**src/rtl/mm_pkg.sv**
```systemverilog
// Package for the matrix multiply block: types and constants.
// No dependencies; used by every other file in rtl/.
`default_nettype none
package mm_pkg;
   localparam int MAX_DIM_DEF    = 8;
   localparam int ELEM_WIDTH_DEF = 16;
   localparam int DIM_W          = 4;
   localparam int IDX_W          = 3;
   localparam int VALUE_W        = 16;
   localparam int SUM_W          = 40;

   localparam logic [1:0] REQ_WRITE_A = 2'd0;
   localparam logic [1:0] REQ_WRITE_B = 2'd1;
   localparam logic [1:0] REQ_COMPUTE = 2'd2;

   localparam logic [1:0] CSR_ROWS_A    = 2'd0;
   localparam logic [1:0] CSR_INNER_DIM = 2'd1;
   localparam logic [1:0] CSR_COLS_B    = 2'd2;

   typedef struct packed {
      logic [1:0]               req_type;
      logic [IDX_W-1:0]         row;
      logic [IDX_W-1:0]         col;
      logic signed [VALUE_W-1:0] value;
   } req_type;

   typedef struct packed {
      logic [IDX_W-1:0]        out_row;
      logic [IDX_W-1:0]        out_col;
      logic signed [SUM_W-1:0] sum;
      logic                    last;
   } rsp_type;
endpackage
`default_nettype wire

```
**src/rtl/mm_cell.sv**
```systemverilog
// One cell of the multiply-accumulate chain: holds one row element of A and
// the partial sum it hands to its right neighbor. Depends on mm_pkg.
`default_nettype none
module mm_cell #(
   parameter int ELEM_WIDTH = mm_pkg::ELEM_WIDTH_DEF
) (
   input  wire logic                           clock,
   input  wire logic                           load,
   input  wire logic                           step,
   input  wire logic signed [ELEM_WIDTH-1:0]   a_value,
   input  wire logic signed [ELEM_WIDTH-1:0]   b_value,
   input  wire logic signed [mm_pkg::SUM_W-1:0] sum_prev,
   output logic signed [mm_pkg::SUM_W-1:0]     sum_next
);
   logic signed [ELEM_WIDTH-1:0]    a_ff;
   logic signed [2*ELEM_WIDTH-1:0]  prod;
   logic signed [mm_pkg::SUM_W-1:0] sum_ff;

   always_ff @(posedge clock) begin
      if (load) begin
         a_ff <= a_value;
      end
      // add this cell's term to the partial sum arriving from the left neighbor
      if (step) begin
         sum_ff <= sum_prev + mm_pkg::SUM_W'(prod);
      end
   end

   assign prod     = a_ff * b_value;
   assign sum_next = sum_ff;
endmodule
`default_nettype wire

```
**config.mk**
```make
export PLATFORM = sky130hd
export DESIGN_NAME = mm_cell
export DESIGN_NICKNAME = d
export VERILOG_FILES = /design/src/rtl/mm_pkg.sv /design/src/rtl/mm_cell.sv
export SDC_FILE = /design/constraint.sdc
export NUM_CORES = 1
export LEC_CHECK = 0
export BUFFER_PORTS_ARGS = -buffer_cell sky130_fd_sc_hd__buf_2
export CAP_MARGIN = 20
export CORE_MARGIN = 8
export CORE_UTILIZATION = 38
export CTS_CLUSTER_SIZE = 40
export DETAILED_ROUTE_END_ITERATION = 16
export GPL_TIMING_DRIVEN = 0
export SKIP_CTS_REPAIR_TIMING = 1
export SLEW_MARGIN = 20
export SYNTH_ARGS = -nofsm -noshare
export SYNTH_HDL_FRONTEND = slang
export SYNTH_SLANG_ARGS = --single-unit
```
**constraint.sdc**
```tcl
create_clock -name clock -period 7 [get_ports clock]
set_clock_uncertainty 0.15 [all_clocks]
set_input_delay 0 -clock clock [delete_from_list [all_inputs] [get_ports clock]]
set_output_delay 0 -clock clock [all_outputs]
set_load 0.01 [all_outputs]
```
# Word-level counts from Yosys, hierarchy flattened
# Cells that the tools add are included.
# word_totals
reg_bits	56
input_bits	75
word_cells	4
out_inout_bits	40
# op_classes
n_mul	1
addsub	1
# op_table
operator	count
40-bit by 32-bit adder with 40-bit output	1
16-bit by 16-bit multiplier with 32-bit output	1

# Longest topological paths before layout
# depth
ltp_word	2
ltp_mapped	25
depth_no_buf	23

# Least setup slack after synthesis
# No wires, ideal clock.
# synth_timing
path_kind	register to register
start	reg a_ff[15]
end	reg sum_ff, in the netlist sum_next[37] (data pin)
stages_incl_launch_ff	23
arrival_ns	6.034
period_less_slack_ns	6.449
path_slack_ns	0.551
setup_ns	0.266
n_path_buf	1
required_ns	6.584
cell_sequence	edfxtp_1 clkbuf_1 nand2_1 inv_1 fa_1 inv_1 fa_1 inv_1 fa_1 inv_1 fa_1 inv_1 fa_1 fa_1 ha_1 a21o_1 a21o_1 a21oi_1 nor2_1 a21oi_1 o31ai_4 o41ai_1 xnor2_1
# synth_via
elab_chain_len	2
# synth_lines
item	line_no	text
start: declaration	mm_cell.sv:15	logic signed [ELEM_WIDTH-1:0] a_ff;
start signal: assignment	mm_cell.sv:21	a_ff <= a_value;
16-bit by 16-bit multiplier with 32-bit output	mm_cell.sv:29	assign prod = a_ff * b_value;
40-bit by 32-bit adder with 40-bit output	mm_cell.sv:25	sum_ff <= sum_prev + mm_pkg::SUM_W'(prod);
end signal: assignment	mm_cell.sv:25	
end: declaration	mm_cell.sv:17	logic signed [mm_pkg::SUM_W-1:0] sum_ff;
# No other way between the ends.
# A chain may end at the register's enable or synchronous reset.

# Worst setup path in the final report
# layout_timing
start	reg a_ff[9]
end	reg sum_ff, in the netlist sum_next[39] (data pin)
# The elaborated chain is that of the path after synthesis.

==> flow_metrics.env <==
export IMPL_status="finished clean"
export IMPL_endpoint_kind="flop"
export IMPL_drt_total_wl_um=36100
export IMPL_antenna_found_initial=0
export IMPL_syn_cell_area_sq_mm=0.0139
export IMPL_path_class="flop to flop"
export IMPL_cts_root_buf="clkbuf_16"
export IMPL_htree_num_levels=2
export IMPL_synth_compound_area_share_pct=5.42
export IMPL_die_h_um=207
export IMPL_grt_pass1_wl_um=57800
export IMPL_die_area_sq_mm=0.0430
export IMPL_area_delta_synth_final_pct=12.9
export IMPL_utilization_pct=43.2
export IMPL_portBuffers=113
export IMPL_dr_pass1_iters=5
export IMPL_cts_tree="yes"
export IMPL_via_per_inst=4.81
export IMPL_routabilityCongestion=0.889
export IMPL_slew_violations=0
export IMPL_yosys_most_used_dff="edfxtp_1"
export IMPL_synth_xor_area_share_pct=2.64
export IMPL_synth_top_family_by_area="adder cells"
export IMPL_dp_cells=1939
export IMPL_async_reset_ff_share_pct=0
export IMPL_setup_tns_ns=0
export IMPL_start_util_pct=38.3
export IMPL_drc=0
export IMPL_avgRoutedWirePerCell_um=18.2
export IMPL_coreArea_sq_mm=0.0363
export IMPL_grt_max_degree=41
export IMPL_max_slew_margin_pct=33.2
export IMPL_ys_ff_latch=56
export IMPL_required_ns=6.92
export IMPL_yosys_area_share_simple_pct=11.1
export IMPL_cts_sinks=56
export IMPL_dieWidth_um=207
export IMPL_tightest_slew_ns=1.00
export IMPL_yosys_area_share_adder_pct=57.8
export IMPL_max_cap_violations=0
export IMPL_hold_viol_final=0
export IMPL_finalNonFillerCells=1984
export IMPL_setup_violations=0
export IMPL_path_clk_slew_ns=0.08
export IMPL_first_iter_violations=474
export IMPL_synth_seq_area_share_pct=12.1
export IMPL_io_pins=115
export IMPL_avgSynthCellArea_sq_um=10.2
export IMPL_fin_crit_ns=6.80
export IMPL_fin_nets=2035
export IMPL_vias=9535
export IMPL_synth_edf_count=56
export IMPL_drive_gt1_share_pct=13.0
export IMPL_fp_row_count=70
export IMPL_ant_nets=0
export IMPL_fin_crit_sh_pct=97.2
export IMPL_yosys_warnings=0
export IMPL_synthMuxAreaShare_pct=0.0719
export IMPL_cts_buffer_depth=2
export IMPL_cp_arrival_ns=6.72
export IMPL_grt_usage_pct=17.3
export IMPL_fmax_ghz=0.147
export IMPL_crit_path_start_kind="flop"
export IMPL_critPathMaxFanout=10
export IMPL_dp_hpwl_um=31000
export IMPL_netlist_instances=1358
export IMPL_ys_types=53
export IMPL_cts_buffers=5
export IMPL_clk_latency_ns=0.32
export IMPL_syn_nets=1878
export IMPL_overflow=0
export IMPL_hp_class="primary input to flop"
export IMPL_antenna_cells=0
export IMPL_fillCellCount=3528
export IMPL_grt_pass1_vias=10700
sequential cells by signal (all words and copies together), names as in the netlist:
signal	cells
a_ff	16
sum_next	40
critical path, stage by stage (launching register included):
cell,delay (ns)
edfxtp_1,0.58
buf_4,0.28
nand2_1,0.09
fa_1,0.53
fa_1,0.59
fa_1,0.46
fa_1,0.54
inv_1,0.06
fa_1,0.48
inv_1,0.05
fa_1,0.51
inv_1,0.05
ha_1,0.41
nand4_1,0.24
a211oi_4,0.32
o211ai_2,0.18
a211oi_2,0.30
nor2_2,0.11
o31ai_4,0.33
o221ai_2,0.15
xnor2_1,0.14
cell usage in the layout, fill, tap and decap left out, types with 3 or more instances in the layout:
cell	netlist	routed
inv_1	367	363
fa_1	330	328
nand2_1	143	140
buf_2	2	116
and2_1	115	115
ha_1	115	114
edfxtp_1	56	56
xnor2_1	28	28
nor2_1	25	25
a21oi_1	24	24
buf_4	0	22
clkbuf_1	32	17
a21o_1	17	17
dlygate4sd3_1	0	17
o21ai_0	15	15
xor2_1	14	14
nand2b_1	8	8
clkbuf_2	0	6
clkbuf_16	0	5
clkbuf_4	0	4
o21a_1	4	4
nor2b_1	4	4
o21bai_1	4	4
nand3_1	5	4
nand2_2	0	3
o21ai_2	2	3
a211oi_4	0	3
o211ai_2	3	3
a21oi_2	3	3
or3_1	3	3
logic make-up (layout without fill, tap and decap cells):
group | after synthesis | count (layout)
xor+xnor | 42 | 42
mux | 1 | 1
flops | 56 | 56
simple gates | 315 | 315
fa+ha+maj | 445 | 445
buf+inv | 402 | 560
compound gates | 97 | 97
stage by stage:
step | hold WS (ns) | area, sq um | worst slack, ns
floorplan | -0.0511 | 13900 | 0.551
global placement | 0.0275 | 15100 | -0.573
detailed placement | 0.0281 | 15100 | -0.553
CTS | -0.309 | 15200 | -0.574
global route | 0.0466 | 15700 | -0.0572
finish | 0.0242 | 15700 | 0.198
path summary, 6_finish.rpt:
path                     start                endpoint  slack [ns]  cells after the start
max          a_ff[9]$_DFFE_PP_  sum_next[39]$_DFFE_PP_        0.20                     20
min                       load       a_ff[5]$_DFFE_PP_        0.02                      1
max reg2reg  a_ff[9]$_DFFE_PP_  sum_next[39]$_DFFE_PP_        0.20                     20
min reg2reg  a_ff[0]$_DFFE_PP_   sum_next[0]$_DFFE_PP_        0.79                      2
layout make-up:
class	count	area [sq um]	share of cell area, %
multi-input cells	900	10800	68.9
flip-flops and latches	56	1680	10.7
inverters	367	1390	8.82
repair buffers	150	886	5.64
well taps	468	586	3.73
plain buffers	34	169	1.08
clock buffers	5	125	0.797
clock inverters	3	42.5	0.271
repair inverters	1	5.00	0.0319
per-layer routing:
| layer | vias to the layer above | wire length (um) | global-route usage, % |
|---|---|---|---|
| met5 | - | 0 | 0 |
| met4 | 0 | 1310 | 5.94 |
| met3 | 56 | 2140 | 3.73 |
| met2 | 293 | 18200 | 30.1 |
| met1 | 4855 | 14500 | 21.0 |
| li1 | 4331 | - | - |
Yosys cell counts, types with 2 or more instances:
| library cell | n | area [sq um] |
|---|---|---|
| xor2_1 | 14 | 123 |
| o31ai_1 | 2 | 15.0 |
| nand2b_1 | 8 | 50.1 |
| xnor2_1 | 28 | 245 |
| inv_1 | 367 | 1380 |
| buf_2 | 2 | 10.0 |
| a211oi_2 | 4 | 50.1 |
| clkbuf_1 | 32 | 120 |
| a21o_1 | 17 | 128 |
| fa_1 | 330 | 6610 |
| edfxtp_1 | 56 | 1680 |
| or3_1 | 3 | 18.8 |
| ha_1 | 115 | 1440 |
| a211oi_1 | 2 | 15.0 |
| o21ai_2 | 2 | 17.5 |
| a21oi_2 | 3 | 26.3 |
| o21bai_1 | 4 | 30.0 |
| nor2_1 | 25 | 93.8 |
| and2_1 | 115 | 719 |
| and3_1 | 3 | 18.8 |
| o21a_1 | 4 | 30.0 |
| o211ai_2 | 3 | 37.5 |
| nor3_1 | 3 | 15.0 |
| nand2_1 | 143 | 537 |
| nand3_1 | 5 | 25.0 |
| o21ai_0 | 15 | 75.1 |
| a21oi_1 | 24 | 120 |
| nor2b_1 | 4 | 25.0 |
Power is not shown: default switching activity piles up to over one toggle a cycle in this logic, so the estimate is an artifact.
